**src/rtl/ptc_pkg.sv**
```systemverilog
// Shared types and constants for the pressure/temperature compensation pipeline.
// Used by ptc_front, ptc_corr, ptc_press and pressure_temp_compensation_unit.
// No dependencies.
`timescale 1ns / 1ps

package ptc_pkg;

    // Port widths
    localparam int RAW_W    = 24;
    localparam int CAL_W    = 16;
    localparam int OUT_W    = 32;
    localparam int CFG_IDX_W = 3;

    // Internal widths
    localparam int DT_W     = 25;   // raw temperature minus reference
    localparam int P1_W     = 42;   // dT times a calibration word
    localparam int DT2_W    = 48;   // dT squared
    localparam int TEMP_W   = 20;   // first-order temperature and deviations
    localparam int OFF_W    = 40;   // first-order offset and sensitivity
    localparam int TI_W     = 17;   // second-order temperature term
    localparam int SQ_W     = 40;   // squared temperature deviations
    localparam int CORR_W   = 42;   // second-order offset/sensitivity terms
    localparam int TOUT_W   = 21;   // final temperature
    localparam int ADJ_W    = 42;   // corrected offset and sensitivity
    localparam int PP_LO_W  = 45;   // low partial product
    localparam int PP_HI_W  = 46;   // high partial product
    localparam int PROD_W   = 67;   // full pressure product
    localparam int Q2_W     = 46;   // product over 2^21
    localparam int V_W      = 47;   // scaled product minus offset
    localparam int PRES_W   = 34;   // pressure before saturation

    // Register indexes on the configuration port
    localparam logic [CFG_IDX_W-1:0] REG_SENS     = 3'd0;
    localparam logic [CFG_IDX_W-1:0] REG_OFFSET   = 3'd1;
    localparam logic [CFG_IDX_W-1:0] REG_TCS      = 3'd2;
    localparam logic [CFG_IDX_W-1:0] REG_TCO      = 3'd3;
    localparam logic [CFG_IDX_W-1:0] REG_TREF     = 3'd4;
    localparam logic [CFG_IDX_W-1:0] REG_TEMPSENS = 3'd5;
    localparam logic [CFG_IDX_W-1:0] REG_MODEL    = 3'd6;

    // Sensor range codes
    localparam logic MODEL_HIGH_RANGE = 1'b0;   // thirty bar part
    localparam logic MODEL_LOW_RANGE  = 1'b1;   // two bar part

    // Temperature offsets in centidegrees
    localparam logic signed [TEMP_W-1:0] TEMP_REF = 20'sd2000;
    localparam logic signed [TEMP_W-1:0] VLOW_OFS = 20'sd3500;   // 2000 + 1500

    // Calibration set held in the configuration registers
    typedef struct packed {
        logic [CAL_W-1:0] sens;
        logic [CAL_W-1:0] offset;
        logic [CAL_W-1:0] tcs;
        logic [CAL_W-1:0] tco;
        logic [CAL_W-1:0] tref;
        logic [CAL_W-1:0] tempsens;
        logic             model;
    } ptc_cal_t;

    // First-order results handed to the correction stages
    typedef struct packed {
        logic [RAW_W-1:0]         d1;
        logic signed [TEMP_W-1:0] temp;
        logic signed [TEMP_W-1:0] dev;    // temp - 2000
        logic signed [TEMP_W-1:0] tlow;   // temp + 1500
        logic                     cold;   // temp < 2000
        logic                     vcold;  // temp < -1500
        logic signed [OFF_W-1:0]  off;
        logic signed [OFF_W-1:0]  sens;
        logic [DT2_W-1:0]         dt2;
    } ptc_front_t;

    // Corrected terms handed to the pressure stages
    typedef struct packed {
        logic [RAW_W-1:0]         d1;
        logic signed [TOUT_W-1:0] temp_out;
        logic signed [ADJ_W-1:0]  sens_adj;
        logic signed [ADJ_W-1:0]  off_adj;
    } ptc_corr_t;

endpackage

```
**src/rtl/ptc_press.sv**
```systemverilog
// Pressure stages: split multiply of D1 by corrected sensitivity, scaling,
// offset subtraction and saturation. Five register stages. Depends on ptc_pkg.
`timescale 1ns / 1ps

module ptc_press
    import ptc_pkg::*;
(
    input  logic                    clk,
    input  logic                    rst_n,
    input  logic                    co_valid,
    input  ptc_corr_t               co,
    input  logic                    model,
    output logic                    done,
    output logic signed [OUT_W-1:0] temp_centideg,
    output logic signed [OUT_W-1:0] pressure_units
);

    localparam int LO_W = 21;
    localparam logic signed [PROD_W-1:0] BIAS_21 = 67'sd2097151;
    localparam logic signed [PROD_W-1:0] ZERO_PR = 67'sd0;
    localparam logic signed [V_W-1:0]    BIAS_13 = 47'sd8191;
    localparam logic signed [V_W-1:0]    BIAS_15 = 47'sd32767;
    localparam logic signed [V_W-1:0]    ZERO_V  = 47'sd0;
    localparam logic signed [OUT_W-1:0]  SAT_MAX = 32'sh7FFFFFFF;
    localparam logic signed [OUT_W-1:0]  SAT_MIN = 32'sh80000000;

    logic                      s7_valid_reg;
    logic [PP_LO_W-1:0]        s7_pplo_reg;
    logic signed [PP_HI_W-1:0] s7_pphi_reg;
    logic signed [TOUT_W-1:0]  s7_tout_reg;
    logic signed [ADJ_W-1:0]   s7_off_reg;
    logic [PP_LO_W-1:0]        s7_pplo_next;
    logic signed [PP_HI_W-1:0] s7_pphi_next;

    logic                      s8_valid_reg;
    logic signed [PROD_W-1:0]  s8_prod_reg;
    logic signed [TOUT_W-1:0]  s8_tout_reg;
    logic signed [ADJ_W-1:0]   s8_off_reg;
    logic signed [PROD_W-1:0]  s8_prod_next;

    logic                      s9_valid_reg;
    logic signed [Q2_W-1:0]    s9_q2_reg;
    logic signed [TOUT_W-1:0]  s9_tout_reg;
    logic signed [ADJ_W-1:0]   s9_off_reg;
    logic signed [PROD_W-1:0]  s9_bias;

    logic                      s10_valid_reg;
    logic signed [V_W-1:0]     s10_v_reg;
    logic signed [TOUT_W-1:0]  s10_tout_reg;
    logic signed [V_W-1:0]     s10_v_next;

    logic                      done_reg;
    logic signed [OUT_W-1:0]   temp_reg;
    logic signed [OUT_W-1:0]   pres_reg;
    logic signed [OUT_W-1:0]   pres_next;
    logic signed [V_W-1:0]     v_b13;
    logic signed [V_W-1:0]     v_b15;
    logic signed [PRES_W-1:0]  pres_full;

    // Stage 7: partial products over the low and high halves of the sensitivity
    assign s7_pplo_next = co.d1 * co.sens_adj[LO_W-1:0];
    assign s7_pphi_next = $signed({1'b0, co.d1}) * $signed(co.sens_adj[ADJ_W-1:LO_W]);

    // Stage 8: recombine
    assign s8_prod_next = $signed({s7_pphi_reg, {LO_W{1'b0}}})
                          + $signed({{(PROD_W-PP_LO_W){1'b0}}, s7_pplo_reg});

    // Stage 9: divide by 2^21 toward zero
    assign s9_bias = s8_prod_reg + (s8_prod_reg[PROD_W-1] ? BIAS_21 : ZERO_PR);

    // Stage 10: subtract the corrected offset
    assign s10_v_next = $signed({s9_q2_reg[Q2_W-1], s9_q2_reg})
                        - $signed({{(V_W-ADJ_W){s9_off_reg[ADJ_W-1]}}, s9_off_reg});

    // Stage 11: final scale toward zero, then saturate to 32 bits
    always_comb
    begin
        v_b13 = s10_v_reg + (s10_v_reg[V_W-1] ? BIAS_13 : ZERO_V);
        v_b15 = s10_v_reg + (s10_v_reg[V_W-1] ? BIAS_15 : ZERO_V);
        if (model == MODEL_LOW_RANGE)
        begin
            pres_full = {{2{v_b15[V_W-1]}}, v_b15[V_W-1:15]};
        end
        else
        begin
            pres_full = v_b13[V_W-1:13];
        end
        if ((pres_full[PRES_W-1:OUT_W-1] == '0) || (pres_full[PRES_W-1:OUT_W-1] == '1))
        begin
            pres_next = pres_full[OUT_W-1:0];
        end
        else
        begin
            pres_next = pres_full[PRES_W-1] ? SAT_MIN : SAT_MAX;
        end
    end

    // Advance valid bits
    always_ff @(posedge clk or negedge rst_n)
    begin
        if (!rst_n)
        begin
            s7_valid_reg  <= 1'b0;
            s8_valid_reg  <= 1'b0;
            s9_valid_reg  <= 1'b0;
            s10_valid_reg <= 1'b0;
            done_reg      <= 1'b0;
        end
        else
        begin
            s7_valid_reg  <= co_valid;
            s8_valid_reg  <= s7_valid_reg;
            s9_valid_reg  <= s8_valid_reg;
            s10_valid_reg <= s9_valid_reg;
            done_reg      <= s10_valid_reg;
        end
    end

    // Advance payload; the temperature always fits in 32 bits
    always_ff @(posedge clk)
    begin
        s7_pplo_reg  <= s7_pplo_next;
        s7_pphi_reg  <= s7_pphi_next;
        s7_tout_reg  <= co.temp_out;
        s7_off_reg   <= co.off_adj;
        s8_prod_reg  <= s8_prod_next;
        s8_tout_reg  <= s7_tout_reg;
        s8_off_reg   <= s7_off_reg;
        s9_q2_reg    <= s9_bias[PROD_W-1:LO_W];
        s9_tout_reg  <= s8_tout_reg;
        s9_off_reg   <= s8_off_reg;
        s10_v_reg    <= s10_v_next;
        s10_tout_reg <= s9_tout_reg;
        temp_reg     <= {{(OUT_W-TOUT_W){s10_tout_reg[TOUT_W-1]}}, s10_tout_reg};
        pres_reg     <= pres_next;
    end

    assign done           = done_reg;
    assign temp_centideg  = temp_reg;
    assign pressure_units = pres_reg;

endmodule

```
**config.mk**
```make
export PLATFORM = sky130hd
export DESIGN_NAME = ptc_press
export DESIGN_NICKNAME = d
export VERILOG_FILES = /design/src/rtl/ptc_pkg.sv /design/src/rtl/ptc_press.sv
export SDC_FILE = /design/constraint.sdc
export NUM_CORES = 2
export LEC_CHECK = 0
export BUFFER_PORTS_ARGS = -buffer_cell sky130_fd_sc_hd__buf_4
export CELL_PAD_IN_SITES_DETAIL_PLACEMENT = 0
export CELL_PAD_IN_SITES_GLOBAL_PLACEMENT = 2
export CORE_MARGIN = 2
export CORE_UTILIZATION = 41
export DETAILED_ROUTE_END_ITERATION = 10
export PLACE_DENSITY = 0.83
export REMOVE_ABC_BUFFERS = 1
export SLEW_MARGIN = 40
export SYNTH_ARGS = -nofsm -noshare
export SYNTH_HDL_FRONTEND = slang
export SYNTH_SLANG_ARGS = --single-unit
```
**constraint.sdc**
```tcl
create_clock -name clk -period 3.8 [get_ports clk]
set_input_delay 0.19 -clock clk [delete_from_list [all_inputs] [get_ports clk]]
set_output_delay 0.19 -clock clk [all_outputs]
set_load 0.05 [all_outputs]
```
# Word-level counts from Yosys, hierarchy flattened
# Cells that the tools add are included.
# totals
latch_bits	0
memories	0
input_bits	133
mem_bits_rw	0
romBits	0
word_cells	35
register_bits	519
out_inout_bits	65
# classes
bitwise_logic	0
n_mux	6
n_eq_ne	1
reduce_logical	2
n_lt_le_gt_ge	0
shifts	0
div_mod_pow	0
multipliers	2
n_addsub	5
# ops
op	n
$add A67 B22 Y67	1
$add A67 B46 Y67	1
$mux W32	2
$add A47 B14 Y47	1
$add A47 B16 Y47	1
$sub A46 B42 Y47	1
$mul A25 B21 Y46	1
$mul A24 B21 Y45	1
$mux W34	1
$mux W21	1
$mux W15	1
$mux W13	1
$eq A3 B3 Y1 const B	1
$logic_not A3 Y1	1
$logic_or A1 B1 Y1	1

# Longest topological paths before layout
# logic_depth
depth_word	6
depth_mapped	28
mapped_depth_nobuf	26

# Least setup slack after synthesis
# No wires, ideal clock.
# synth_path
path_kind	input to register
startpoint	input port co[109] (netlist bit)
endpoint	register s7_pphi_reg[45]
path_stages	26
required_time_ns	3.677
arrival_time_ns	6.438
path_slack_ns	-2.761
setup_ns	0.123
n_path_buf	1
cell_sequence	clkbuf_1 and2_1 fa_1 fa_1 inv_1 fa_1 inv_1 fa_1 inv_1 fa_1 inv_1 fa_1 inv_1 fa_1 inv_1 ha_1 nand2_1 o21ai_1 or4b_1 o21a_1 a31oi_2 nor2b_2 o31a_2 o21ai_2 a221oi_2 xnor2_1
# synth_between
elab_chain_len	1
# synth_rtl
item	line_no	source
from (decl)	ptc_press.sv:11	input ptc_corr_t co,
$mul A25 B21 Y46	ptc_press.sv:62	assign s7_pphi_next = $signed({1'b0, co.d1}) * $signed(co.sens_adj[ADJ_W-1:LO_W]);
named net s7_pphi_next[45]	ptc_press.sv:33	logic signed [PP_HI_W-1:0] s7_pphi_next;
to (signal assigned)	ptc_press.sv:123	s7_pphi_reg <= s7_pphi_next;
to (decl)	ptc_press.sv:29	logic signed [PP_HI_W-1:0] s7_pphi_reg;
# The timed path passes the listed nets, and every way through them passes these cells.

# Final worst setup path
# layout_path
startpoint	input port co[120] (netlist bit)
endpoint	register s7_pplo_reg[38]
# layout_between
elab_chain_len	1
# layout_rtl
item	line_no	source
$mul A24 B21 Y45	ptc_press.sv:61	assign s7_pplo_next = co.d1 * co.sens_adj[LO_W-1:0];
named net s7_pplo_next[38]	ptc_press.sv:32	logic [PP_LO_W-1:0] s7_pplo_next;
to (signal assigned)	ptc_press.sv:122	s7_pplo_reg <= s7_pplo_next;
to (decl)	ptc_press.sv:28	logic [PP_LO_W-1:0] s7_pplo_reg;
# The timed path passes the listed nets, and every way through them passes these cells.

==> impl_metrics.toml <==
[synthesis]
syn_area_per_cell_um2 = 9.34
synth_common_cells = "inv_1, fa_1, nand2_1, dfxtp_1, and2_1"
synth_most_common_cell = "inv_1"
synth_area_um2 = 51600
syn_inst = 5523
yosys.cell_types.count = 96
ys.flop_type = "dfxtp_1"
async_flop_share_pct = 0.963
synth-edff-count = 0
synth_top_area_cell = "fa_1"
synth_top_area_share_pct = 32.3
yosysSeqAreaShare_pct = 20.2
ys_seq_elements = 519
yosys_warnings = 0
synth_area_leaders = "fa_1, dfxtp_1, ha_1"

[worst_setup_path]
startpoint_type = "primary input"
worstSetupPathType = "primary input to register"
reg2reg_depth = 12
cp.arrival_ns = 6.62
endpoint_kind = "register"
required_ns = 4.29
r2r-end = "s10_v_reg[46]"
reg2reg_from = "s9_q2_reg[0]"
r2r_setup_slack_ns = 0.39
worstPathMaxFanout = 6

[placement]
dp_hpwl_mm = 113
placed_area_um2 = 58100
place_congestion = 0.884
buffer_ports.inserted = 197

[flow_run]
max_cap_violations = 0

[timing]
skew_ns = 0.0141
tightestPinTransition_ns = 0.712
max_slew_margin_pct = 52.2
worst_slack_ns = -2.33
hold_viol = 0
max_freq_ghz = 0.163
rsz0062_at_grt = "true"
finalCriticalPeriod_ns = 6.13
post-route-period-util_pct = 161
setup_viol = 75
finalMaxSlewViolations = 0

[global_route]
grt_pass1_wl_mm = 218
use_met1_pct = 30.1
use_met2_pct = 35.0
met3_usage_pct = 2.54
grt_max_degree = 50
grt_usage_pct = 21.4
grt_overflow = 0
antenna_found_initial = 1
grt_pass1_vias = 40000
top_usage_layer = "met2"

[clock_tree]
cts_buffers = 50
clock_latency_ns = 0.59
clk_path_buf_depth = 3
cts_root_buf = "clkbuf_16"
htreeDepth = 2
clk_pin_slew_worst_paths_ns = 0.06
clock_sinks = 519
cts_tree = "built"

[die]
die_w_um = 359
start_util_pct = 41.2
die_height_um = 359
io_pins = 198
dieArea_um2 = 129000
core-area_um2 = 125000
std_cell_rows = 130

[routing]
drt-pass1-iter-count = 5
drt_iter0_drc = 1679
remaining_drc_errors = 0
wirelength_mm = 136
routedWlPerCell_um = 17.2
antenna_left = 0
via_per_inst = 4.78
dr_total_vias = 37700

[finish]
fin_area_um2 = 64300
drive_gt1_share_pct = 21.2
nets = 7613
syn_to_final_growth_pct = 24.5
fillers = 11700
largest_register_ffs = 67

[min_path]
whs_path_depth = 3
hold-path-endpoint = "pressure_units[3]"
hold_class = "primary input to register"
worstHoldStart = "model"

[run_status]
status = "finished, violations left"
violations = "negative setup slack"
## worst max-delay path by stage
stage | to | start | slack [ns] | cells after the start
finish | s7_pplo_reg[38] | co[120] | -2.33 | 25
detailed placement | s7_pphi_reg[45] | co[68] | -3.15 | 26
CTS | s7_pplo_reg[42] | co[112] | -2.27 | 27
floorplan | s7_pphi_reg[45] | co[68] | -2.60 | 25
global route | s7_pplo_reg[38] | co[119] | -2.53 | 25
global placement | s7_pphi_reg[45] | co[68] | -3.12 | 24
## placed cells by master (no fill, tap or decap), types with 12 or more instances in the layout
cell and count:
fa_2 41, a21oi_1 137, xnor2_2 15, clkbuf_16 51, xnor2_1 129, nor3_1 45
inv_1 1003, a21o_1 79, o21ai_2 52, buf_6 99, ha_4 48, and3_1 26
o211ai_1 12, and2_1 433, a21oi_2 28, buf_4 630, fa_1 792, o21ai_0 69
nand2_2 16, nand2_1 648, ha_1 394, dfxtp_1 514, nand2b_1 35, inv_2 64
nand3_1 57, nor2_1 146, xor2_1 79, a31oi_1 20, nor2b_1 35, o21a_1 23
nand4_1 37, o21bai_1 23, buf_12 44, dlygate4sd3_1 66, or3_1 13, and2_4 33
buf_8 24
## logic make-up after synthesis
| kind of cell | count (synthesis) | synth area share (%) |
|---|---|---|
| buf+inv | 1308 | 9.73 |
| xor+xnor | 234 | 3.97 |
| fa+ha+maj | 1275 | 43.0 |
| flops | 519 | 20.2 |
| compound gates | 577 | 7.47 |
| simple gates | 1603 | 15.5 |
| mux | 7 | 0.141 |
## worst max-delay path, cell delays in order
cell      delay [ns]
buf_16          0.13
buf_12          0.15
and2_4          0.16
fa_1            0.49
fa_1            0.49
inv_1           0.05
fa_1            0.47
inv_1           0.05
fa_1            0.47
fa_1            0.51
fa_1            0.53
inv_1           0.06
fa_1            0.50
inv_2           0.05
ha_4            0.28
and4_4          0.20
nand4_1         0.16
nand2b_4        0.19
o211a_1         0.14
o31ai_4         0.09
a41oi_2         0.20
a221oi_2        0.37
a21oi_2         0.13
o31ai_2         0.27
xor2_1          0.24
## area by class of cell
cell class	count	area (um2)	share of cell area (%)
diodes	1	2.50	0.00389
clock buffers	67	1450	2.25
clock inverters	27	350	0.545
inverters	1067	4010	6.23
multi-input cells	3696	38000	59.2
flip-flops and latches	519	10400	16.2
well taps	1650	2060	3.21
repair buffers	871	7970	12.4
## layer usage
metal  routed length [um]  vias up
li1                     -    18300
met3                 5950      149
met5                    9        -
met1                63700    18500
met4                 4000        2
met2                61900      790
## per-stage QoR
| step | hold slack (ns) | worst slack (ns) | TNS [ns] | std cells | utilization, % |
|---|---|---|---|---|---|
| 2_1_floorplan | -0.106 | -2.60 | -137.81 | 5282 | - |
| 3_3_place_gp | -0.00821 | -3.12 | -184.41 | 7633 | 46.4 |
| 3_5_place_dp | -0.00581 | -3.15 | -186.87 | 7633 | 46.4 |
| 4_1_cts | 0.160 | -2.27 | -116.80 | 7870 | 50.4 |
| 5_1_grt | 0.204 | -2.53 | -132.74 | 7897 | 51.3 |
| 6_report | 0.197 | -2.33 | -121.58 | 7898 | 51.3 |
## repair_timing
item,CTS,global route
buffers inserted,79,36
cloned,4,0
pin swaps,189,157
endpoints found under the setup margin,79,78
hold buffers,66,0
resized for setup,455,219
hold endpoints to repair,69,0
Power is not shown: default switching activity piles up to over one toggle a cycle in this logic, so the estimate is an artifact.
