$ cat src/rtl/ptc_pkg.sv
// Shared types and constants for the pressure/temperature compensation pipeline.
// Used by ptc_front, ptc_corr, ptc_press and pressure_temp_compensation_unit.
// No dependencies.
`timescale 1ns / 1ps

package ptc_pkg;

    // Port widths
    localparam int RAW_W    = 24;
    localparam int CAL_W    = 16;
    localparam int OUT_W    = 32;
    localparam int CFG_IDX_W = 3;

    // Internal widths
    localparam int DT_W     = 25;   // raw temperature minus reference
    localparam int P1_W     = 42;   // dT times a calibration word
    localparam int DT2_W    = 48;   // dT squared
    localparam int TEMP_W   = 20;   // first-order temperature and deviations
    localparam int OFF_W    = 40;   // first-order offset and sensitivity
    localparam int TI_W     = 17;   // second-order temperature term
    localparam int SQ_W     = 40;   // squared temperature deviations
    localparam int CORR_W   = 42;   // second-order offset/sensitivity terms
    localparam int TOUT_W   = 21;   // final temperature
    localparam int ADJ_W    = 42;   // corrected offset and sensitivity
    localparam int PP_LO_W  = 45;   // low partial product
    localparam int PP_HI_W  = 46;   // high partial product
    localparam int PROD_W   = 67;   // full pressure product
    localparam int Q2_W     = 46;   // product over 2^21
    localparam int V_W      = 47;   // scaled product minus offset
    localparam int PRES_W   = 34;   // pressure before saturation

    // Register indexes on the configuration port
    localparam logic [CFG_IDX_W-1:0] REG_SENS     = 3'd0;
    localparam logic [CFG_IDX_W-1:0] REG_OFFSET   = 3'd1;
    localparam logic [CFG_IDX_W-1:0] REG_TCS      = 3'd2;
    localparam logic [CFG_IDX_W-1:0] REG_TCO      = 3'd3;
    localparam logic [CFG_IDX_W-1:0] REG_TREF     = 3'd4;
    localparam logic [CFG_IDX_W-1:0] REG_TEMPSENS = 3'd5;
    localparam logic [CFG_IDX_W-1:0] REG_MODEL    = 3'd6;

    // Sensor range codes
    localparam logic MODEL_HIGH_RANGE = 1'b0;   // thirty bar part
    localparam logic MODEL_LOW_RANGE  = 1'b1;   // two bar part

    // Temperature offsets in centidegrees
    localparam logic signed [TEMP_W-1:0] TEMP_REF = 20'sd2000;
    localparam logic signed [TEMP_W-1:0] VLOW_OFS = 20'sd3500;   // 2000 + 1500

    // Calibration set held in the configuration registers
    typedef struct packed {
        logic [CAL_W-1:0] sens;
        logic [CAL_W-1:0] offset;
        logic [CAL_W-1:0] tcs;
        logic [CAL_W-1:0] tco;
        logic [CAL_W-1:0] tref;
        logic [CAL_W-1:0] tempsens;
        logic             model;
    } ptc_cal_t;

    // First-order results handed to the correction stages
    typedef struct packed {
        logic [RAW_W-1:0]         d1;
        logic signed [TEMP_W-1:0] temp;
        logic signed [TEMP_W-1:0] dev;    // temp - 2000
        logic signed [TEMP_W-1:0] tlow;   // temp + 1500
        logic                     cold;   // temp < 2000
        logic                     vcold;  // temp < -1500
        logic signed [OFF_W-1:0]  off;
        logic signed [OFF_W-1:0]  sens;
        logic [DT2_W-1:0]         dt2;
    } ptc_front_t;

    // Corrected terms handed to the pressure stages
    typedef struct packed {
        logic [RAW_W-1:0]         d1;
        logic signed [TOUT_W-1:0] temp_out;
        logic signed [ADJ_W-1:0]  sens_adj;
        logic signed [ADJ_W-1:0]  off_adj;
    } ptc_corr_t;

endpackage

$ cat src/rtl/ptc_corr.sv
// Second-order stages: squared deviations, low and very-low temperature terms,
// corrected offset and sensitivity. Three register stages. Depends on ptc_pkg.
`timescale 1ns / 1ps

module ptc_corr
    import ptc_pkg::*;
(
    input  logic       clk,
    input  logic       rst_n,
    input  logic       fo_valid,
    input  ptc_front_t fo,
    input  logic       model,
    output logic       co_valid,
    output ptc_corr_t  co
);

    logic                     s4_valid_reg;
    logic [RAW_W-1:0]         s4_d1_reg;
    logic signed [TEMP_W-1:0] s4_temp_reg;
    logic [TI_W-1:0]          s4_ti_reg;
    logic [SQ_W-1:0]          s4_dev2_reg;
    logic [SQ_W-1:0]          s4_low2_reg;
    logic                     s4_cold_reg;
    logic                     s4_vcold_reg;
    logic signed [OFF_W-1:0]  s4_off_reg;
    logic signed [OFF_W-1:0]  s4_sens_reg;
    logic [TI_W-1:0]          s4_ti_next;
    logic signed [SQ_W-1:0]   s4_dev2_next;
    logic signed [SQ_W-1:0]   s4_low2_next;
    logic [DT2_W+1:0]         dt2_x3;
    logic [DT2_W+3:0]         dt2_x11;

    logic                     s5_valid_reg;
    logic [RAW_W-1:0]         s5_d1_reg;
    logic signed [TOUT_W-1:0] s5_tout_reg;
    logic [CORR_W-1:0]        s5_offi_reg;
    logic [CORR_W-1:0]        s5_sensi_reg;
    logic signed [OFF_W-1:0]  s5_off_reg;
    logic signed [OFF_W-1:0]  s5_sens_reg;
    logic signed [TOUT_W-1:0] s5_tout_next;
    logic [CORR_W-1:0]        s5_offi_next;
    logic [CORR_W-1:0]        s5_sensi_next;
    logic [CORR_W-1:0]        dv;
    logic [CORR_W-1:0]        lw;

    logic                     co_valid_reg;
    ptc_corr_t                co_reg;
    ptc_corr_t                co_next;

    // Stage 4: squares and the second-order temperature term
    assign s4_dev2_next = fo.dev * fo.dev;
    assign s4_low2_next = fo.tlow * fo.tlow;

    always_comb
    begin
        dt2_x3  = {1'b0, fo.dt2, 1'b0} + {2'b0, fo.dt2};
        dt2_x11 = {1'b0, fo.dt2, 3'b0} + {3'b0, fo.dt2, 1'b0} + {4'b0, fo.dt2};
        if (model == MODEL_LOW_RANGE)
        begin
            s4_ti_next = fo.cold ? dt2_x11[DT2_W+3:35] : '0;
        end
        else
        begin
            s4_ti_next = fo.cold ? dt2_x3[DT2_W+1:33] : {5'b0, fo.dt2[DT2_W-1:36]};
        end
    end

    // Stage 5: offset and sensitivity corrections, final temperature
    always_comb
    begin
        dv = {2'b0, s4_dev2_reg};
        lw = {2'b0, s4_low2_reg};
        s5_tout_next = $signed({s4_temp_reg[TEMP_W-1], s4_temp_reg}) - $signed({4'b0, s4_ti_reg});
        s5_offi_next  = '0;
        s5_sensi_next = '0;
        if (model == MODEL_LOW_RANGE)
        begin
            if (s4_cold_reg)
            begin
                s5_offi_next  = ((dv << 5) - dv) >> 3;
                s5_sensi_next = ((dv << 6) - dv) >> 5;
            end
        end
        else if (s4_cold_reg)
        begin
            s5_offi_next  = (((dv << 1) + dv) >> 1) + (s4_vcold_reg ? ((lw << 3) - lw) : '0);
            s5_sensi_next = (((dv << 2) + dv) >> 3) + (s4_vcold_reg ? (lw << 2) : '0);
        end
        else
        begin
            s5_offi_next = dv >> 4;
        end
    end

    // Stage 6: subtract the corrections
    always_comb
    begin
        co_next.d1       = s5_d1_reg;
        co_next.temp_out = s5_tout_reg;
        co_next.sens_adj = $signed({{(ADJ_W-OFF_W){s5_sens_reg[OFF_W-1]}}, s5_sens_reg})
                           - $signed(s5_sensi_reg);
        co_next.off_adj  = $signed({{(ADJ_W-OFF_W){s5_off_reg[OFF_W-1]}}, s5_off_reg})
                           - $signed(s5_offi_reg);
    end

    // Advance valid bits
    always_ff @(posedge clk or negedge rst_n)
    begin
        if (!rst_n)
        begin
            s4_valid_reg <= 1'b0;
            s5_valid_reg <= 1'b0;
            co_valid_reg <= 1'b0;
        end
        else
        begin
            s4_valid_reg <= fo_valid;
            s5_valid_reg <= s4_valid_reg;
            co_valid_reg <= s5_valid_reg;
        end
    end

    // Advance payload
    always_ff @(posedge clk)
    begin
        s4_d1_reg    <= fo.d1;
        s4_temp_reg  <= fo.temp;
        s4_ti_reg    <= s4_ti_next;
        s4_dev2_reg  <= s4_dev2_next;
        s4_low2_reg  <= s4_low2_next;
        s4_cold_reg  <= fo.cold;
        s4_vcold_reg <= fo.vcold;
        s4_off_reg   <= fo.off;
        s4_sens_reg  <= fo.sens;
        s5_d1_reg    <= s4_d1_reg;
        s5_tout_reg  <= s5_tout_next;
        s5_offi_reg  <= s5_offi_next;
        s5_sensi_reg <= s5_sensi_next;
        s5_off_reg   <= s4_off_reg;
        s5_sens_reg  <= s4_sens_reg;
        co_reg       <= co_next;
    end

    assign co_valid = co_valid_reg;
    assign co       = co_reg;

endmodule

$ cat config.mk
export PLATFORM = sky130hd
export DESIGN_NAME = ptc_corr
export DESIGN_NICKNAME = d
export VERILOG_FILES = /design/src/rtl/ptc_pkg.sv /design/src/rtl/ptc_corr.sv
export SDC_FILE = /design/constraint.sdc
export NUM_CORES = 2
export LEC_CHECK = 0
export BUFFER_PORTS_ARGS = -buffer_cell sky130_fd_sc_hd__buf_4
export CAP_MARGIN = 10
export CELL_PAD_IN_SITES_DETAIL_PLACEMENT = 1
export CELL_PAD_IN_SITES_GLOBAL_PLACEMENT = 1
export CORE_MARGIN = 2
export CORE_UTILIZATION = 49
export DETAILED_ROUTE_END_ITERATION = 10
export PLACE_DENSITY_LB_ADDON = 0.1
export SLEW_MARGIN = 20
export SYNTH_ARGS = -nofsm -noshare
export SYNTH_HDL_FRONTEND = slang
export SYNTH_SLANG_ARGS = --single-unit
$ cat constraint.sdc
create_clock -name clk -period 14.1 [get_ports clk]
set_clock_uncertainty 0.05 [all_clocks]
set_input_delay 1.41 -clock clk [delete_from_list [all_inputs] [get_ports clk]]
set_output_delay 1.41 -clock clk [all_outputs]
set_load 0.03 [all_outputs]
; ---- Word-level counts from Yosys, hierarchy flattened
; Cells that the tools add are included.
[word_totals]
reg_bits = 564
input_bits = 218
word_cells = 48
[classes]
n_addsub = 13
multipliers = 2
muxes = 11
[op_table]
columns = cell, n
row1 = $mux W42, 6
row2 = $sub A42 B40 Y42, 3
row3 = $sub A40 B42 Y42, 2
row4 = $mul A20 B20 Y40, 2
row5 = $add A51 B49 Y52, 1
row6 = $add A52 B48 Y52, 1
row7 = $mux W17, 3
row8 = $add A49 B48 Y50, 1
row9 = $add A39 B42 Y42, 1
row10 = $add A41 B40 Y42, 1
row11 = $add A41 B42 Y42, 1
row12 = $add A42 B40 Y42, 1
row13 = $mux W39, 1
row14 = $mux W37, 1
row15 = $sub A20 B18 Y21, 1

; ---- Longest topological paths before layout
[logic_depth]
word_depth = 5
mapped_depth = 29
depth_no_buf = 28

; ---- Worst setup path before layout
; OpenSTA, ideal clock, no wires.
[synth_timing]
path_kind = input to register
start = input port fo[133] (netlist name)
end = register s4_low2_reg[38]
t_arrival_ns = 7.977
required_time_ns = 13.928
slack_ns = 5.951
path_stages = 25
n_path_buf = 2
cell_sequence = clkbuf_1 -> clkbuf_1 -> nand2_1 -> fa_1 -> fa_1 -> inv_1 -> fa_1 -> fa_1 -> fa_1 -> fa_1 -> inv_1 -> fa_1 -> inv_1 -> ha_1 -> a21o_1 -> a21o_1 -> a21o_1 -> o21ai_0 -> o41ai_2 -> a31oi_1 -> o21ai_1 -> a21oi_1 -> a311oi_1 -> and3_1 -> a311o_1
[synth_between]
elab_chain_len = 1
[synth_lines]
columns = element, line_no
row1 = from (decl), ptc_corr.sv:11  ; input ptc_front_t fo,
row2 = $mul A20 B20 Y40, ptc_corr.sv:52  ; assign s4_low2_next = fo.tlow * fo.tlow;
row3 = net s4_low2_next[38], ptc_corr.sv:29  ; logic signed [SQ_W-1:0] s4_low2_next;
row4 = to (signal assigned), ptc_corr.sv:130  ; s4_low2_reg <= s4_low2_next;
row5 = to (decl), ptc_corr.sv:22  ; logic [SQ_W-1:0] s4_low2_reg;
; The timed path passes the listed nets, and every way through them passes these cells.

; ---- Worst setup path in the final report
[layout_timing]
start = input port fo[142] (netlist name)
end = register s4_low2_reg[38]
; The elaborated chain is that of the path after synthesis.

==> metrics.md <==
| Metric | Value |
|---|---|
| Placed Instances | 8622 |
| Slew Limit Fails | 0 |
| Post-CTS Resized | 0 |
| Post-Syn Area | approximately 62000 µm² |
| Total CTS buffers | a little under 60 |
| Slowest cell delay on critical path | 570 ps |
| Via density per instance | 5.470 |
| Multi-input gate area | 45680 µm² |
| Initial antenna violation count | 4 |
| Root Driver | clkbuf_16 |
| Post-route clock period utilization | 0.5860 |
| Setup bufs post-CTS | 0 |
| IO buf count | approximately 350 |
| Sequential fraction of the synthesis area | 0.1819 |
| Htree depth | 2 |
| Starting density of the core | 0.4933 |
| Rows | 130 |
| Max-slew headroom | 0.3487 |
| Hold path startpoint | s4_off_reg[7]$_DFF_P_ |
| MaxCap Viol Count | 0 |
| GP Congestion | just over 0.9 |
| Hold Vio Cnt, Final | 0 |
| Final-stage net count | 8740 |
| Number of global-route vias before repair | 52880 |
| Die H | ~360 µm |
| Seq cells post-synth | 562 |
| DRT Wirelength | 177200 µm |
| Share of cells above drive strength 1 | 0.07259 |
| Worst min-delay path category | reg -> reg |
| GRT Util Overall | 0.2749 |
| Reg area | 11270 µm² |
| Crit-path max FO | 17 |
| RSZ-0062 raised after global routing | false |
| Fillers | about 15000 |
| Async SR Flop Fraction | 0.005338 |
| Die W | 359.6 µm |
| Io pins | 348 |
| CTS Sinks | 562 |
| Arrival time at the worst endpoint | 8720 ps |
| HPWL Detailed | around 150000 µm |
| Outcome | complete, no violations |
| Tightest Pin Transition | 970.4 ps |
| Total gr overflow | 0 |
| Post-CTS Hold Buffers | 0 |
| Total negative setup slack | 0 ps |
| Post-synthesis average cell area | 9.180 µm² |
| Primary FF master, synth | dfxtp_1 |
| Post-route insts no fill | 8736 |
| Area delta synth->final | 10.24% |
| Worst Setup Path Type | in -> reg |
| Die outline area | 129300 µm² |
| Reg clk slew, reported paths | 60 ps |
| Fmax | about 120 MHz |
| # DRC | 0 |
| Distinct cell type count after synthesis | 87 |
| TritonCTS clock tree | built |
| Clk Latency, worst-skew pair | 670 ps |
| Worst path required time | 14560 ps |
| Critical Path Start | fo[142] |
| Drt first-iter violations | 2168 |
| CP max-delay cell | fa_1 |
| Setup crit start kind | input pin |
| Synth Instances | 6748 |
| Syn nets | 8455 |
| Core Box Area | 125600 µm² |
| Fin crit period | 8263 ps |
| Synth Warn # | 0 |
| Max reg flops | between 100 and 150 |
| Nature of the critical path endpoint | register |
| Final antenna-violating net count | 0 |
| Vias | 47790 |
| Final setup fails | 0 |
| First-pass GRT wire length | ~290000 µm |
| CTS Buffer Depth | 3 |
| Cell mode on critical path | fa_1 |
| Post-synth EDFFs | 0 |
| Avg WL per Cell | 20.28 µm |
| 1st-pass router iterations | 5 |
| Reg2reg start | s4_dev2_reg[3]$_DFF_P_ |
| Pin count of the biggest net entering global routing | 66 |
worst max-delay path, delay by kind of cell:
family	cells	cell delay, ps
buf+inv	6	670
fa+ha+maj	8	3930
simple gates	3	630
compound gates	9	2060
cell usage in the layout, fill, tap and decap left out, types with 27 or more instances in the layout:
| master | n |
|---|---|
| nand2b_1 | 63 |
| o21bai_1 | 75 |
| o21a_1 | 58 |
| nor2b_1 | 101 |
| a31oi_1 | 43 |
| and2_1 | 236 |
| xor2_1 | 139 |
| o211ai_1 | 28 |
| o21ai_0 | 219 |
| nor2_1 | 284 |
| nand3_1 | 87 |
| buf_4 | 356 |
| nor3_1 | 64 |
| ha_1 | 674 |
| inv_1 | 1200 |
| fa_1 | 815 |
| dfxtp_1 | 557 |
| and3_1 | 49 |
| o31ai_1 | 27 |
| nand2_1 | 442 |
| or3_1 | 31 |
| a21o_1 | 268 |
| a21oi_1 | 395 |
| clkbuf_16 | 59 |
| a211oi_1 | 40 |
| xnor2_1 | 305 |
| nand4_1 | 36 |
path summary, 6_finish.rpt:
| kind | to | slack (ps) | cells after the start |
|---|---|---|---|
| hold reg to reg | s5_off_reg[7]$_DFF_P_ | 250 | 0 |
| setup reg to reg | s5_offi_reg[37]$_DFF_P_ | 7030 | 24 |
| hold / removal | s5_off_reg[7]$_DFF_P_ | 250 | 0 |
| min in group asynchronous | co_valid$_DFF_PN0_ | 460 | 1 |
| max in group asynchronous | s4_valid_reg$_DFF_PN0_ | 13440 | 1 |
| setup / recovery | s4_low2_reg[38]$_DFF_P_ | 5840 | 26 |
synthesized netlist by cell type, types with 25 or more instances:
| master | number | area share |
|---|---|---|
| a211oi_1 | 40 | 0.0048 |
| a21o_1 | 268 | 0.032 |
| a21oi_1 | 395 | 0.032 |
| a22o_1 | 26 | 0.0037 |
| a31oi_1 | 43 | 0.0043 |
| and2_1 | 236 | 0.024 |
| and3_1 | 49 | 0.0049 |
| clkbuf_1 | 122 | 0.0074 |
| dfxtp_1 | 559 | 0.18 |
| fa_1 | 815 | 0.26 |
| ha_1 | 674 | 0.14 |
| inv_1 | 1200 | 0.073 |
| nand2_1 | 442 | 0.027 |
| nand2b_1 | 63 | 0.0064 |
| nand3_1 | 87 | 0.0070 |
| nand4_1 | 36 | 0.0036 |
| nor2_1 | 285 | 0.017 |
| nor2b_1 | 101 | 0.010 |
| nor3_1 | 64 | 0.0052 |
| o211ai_1 | 28 | 0.0034 |
| o21a_1 | 58 | 0.0070 |
| o21ai_0 | 219 | 0.018 |
| o21bai_1 | 75 | 0.0091 |
| o22ai_1 | 25 | 0.0025 |
| o31ai_1 | 27 | 0.0033 |
| or3_1 | 31 | 0.0031 |
| xnor2_1 | 305 | 0.043 |
| xor2_1 | 139 | 0.020 |
per-layer routing:
| metal | vias up | global-route usage | wire length [µm] |
|---|---|---|---|
| met5 | - | 0 | 0 |
| met4 | 0 | 0.06937 | 4440 |
| met3 | 240 | 0.02453 | 5869 |
| met2 | 842 | 0.4913 | 87560 |
| met1 | 23980 | 0.3575 | 79290 |
| li1 | 22730 | - | - |
layout make-up:
class	instances	area share
Clock buffer	76	0.02402
Inverter	1200	0.06596
Tap cell	1650	0.03023
Timing Repair Buffer	356	0.03914
Clock inverter	33	0.006486
Antenna cell	5	0.0001832
Sequential cell	562	0.1650
Multi-Input combinational cell	4854	0.6690
cell families (layout without fill, tap and decap cells):
logic type | Yosys count | after routing | synth area share
xor gates and xnor gates | 444 | 444 | 0.06278
AOI/OAI and AO/OA | 1436 | 1436 | 0.1545
muxes | 20 | 20 | 0.003312
DFF | 562 | 562 | 0.1819
buffers and inverters | 1332 | 1665 | 0.08073
other | 1 | 6 | 0.00006054
adders and majority gates | 1489 | 1489 | 0.3995
and+or+nand+nor | 1464 | 1464 | 0.1172
stage by stage:
stage / utilization / hold slack, ps / setup slack [ps] / cell area [µm²]
after floorplan: - / 259.6 / 5951 / 61950
after global placement: 0.5271 / 259.8 / 5507 / 66190
after detailed placement: 0.5271 / 263.2 / 5233 / 66190
after CTS: 0.5437 / 258.6 / 5942 / 68270
after global routing: 0.5438 / 258.6 / 5443 / 68280
final: 0.5438 / 249.1 / 5837 / 68290
Power is left out: the tool's default activity adds up to more than one toggle a clock period on the data nets, which glitch-free logic cannot reach.
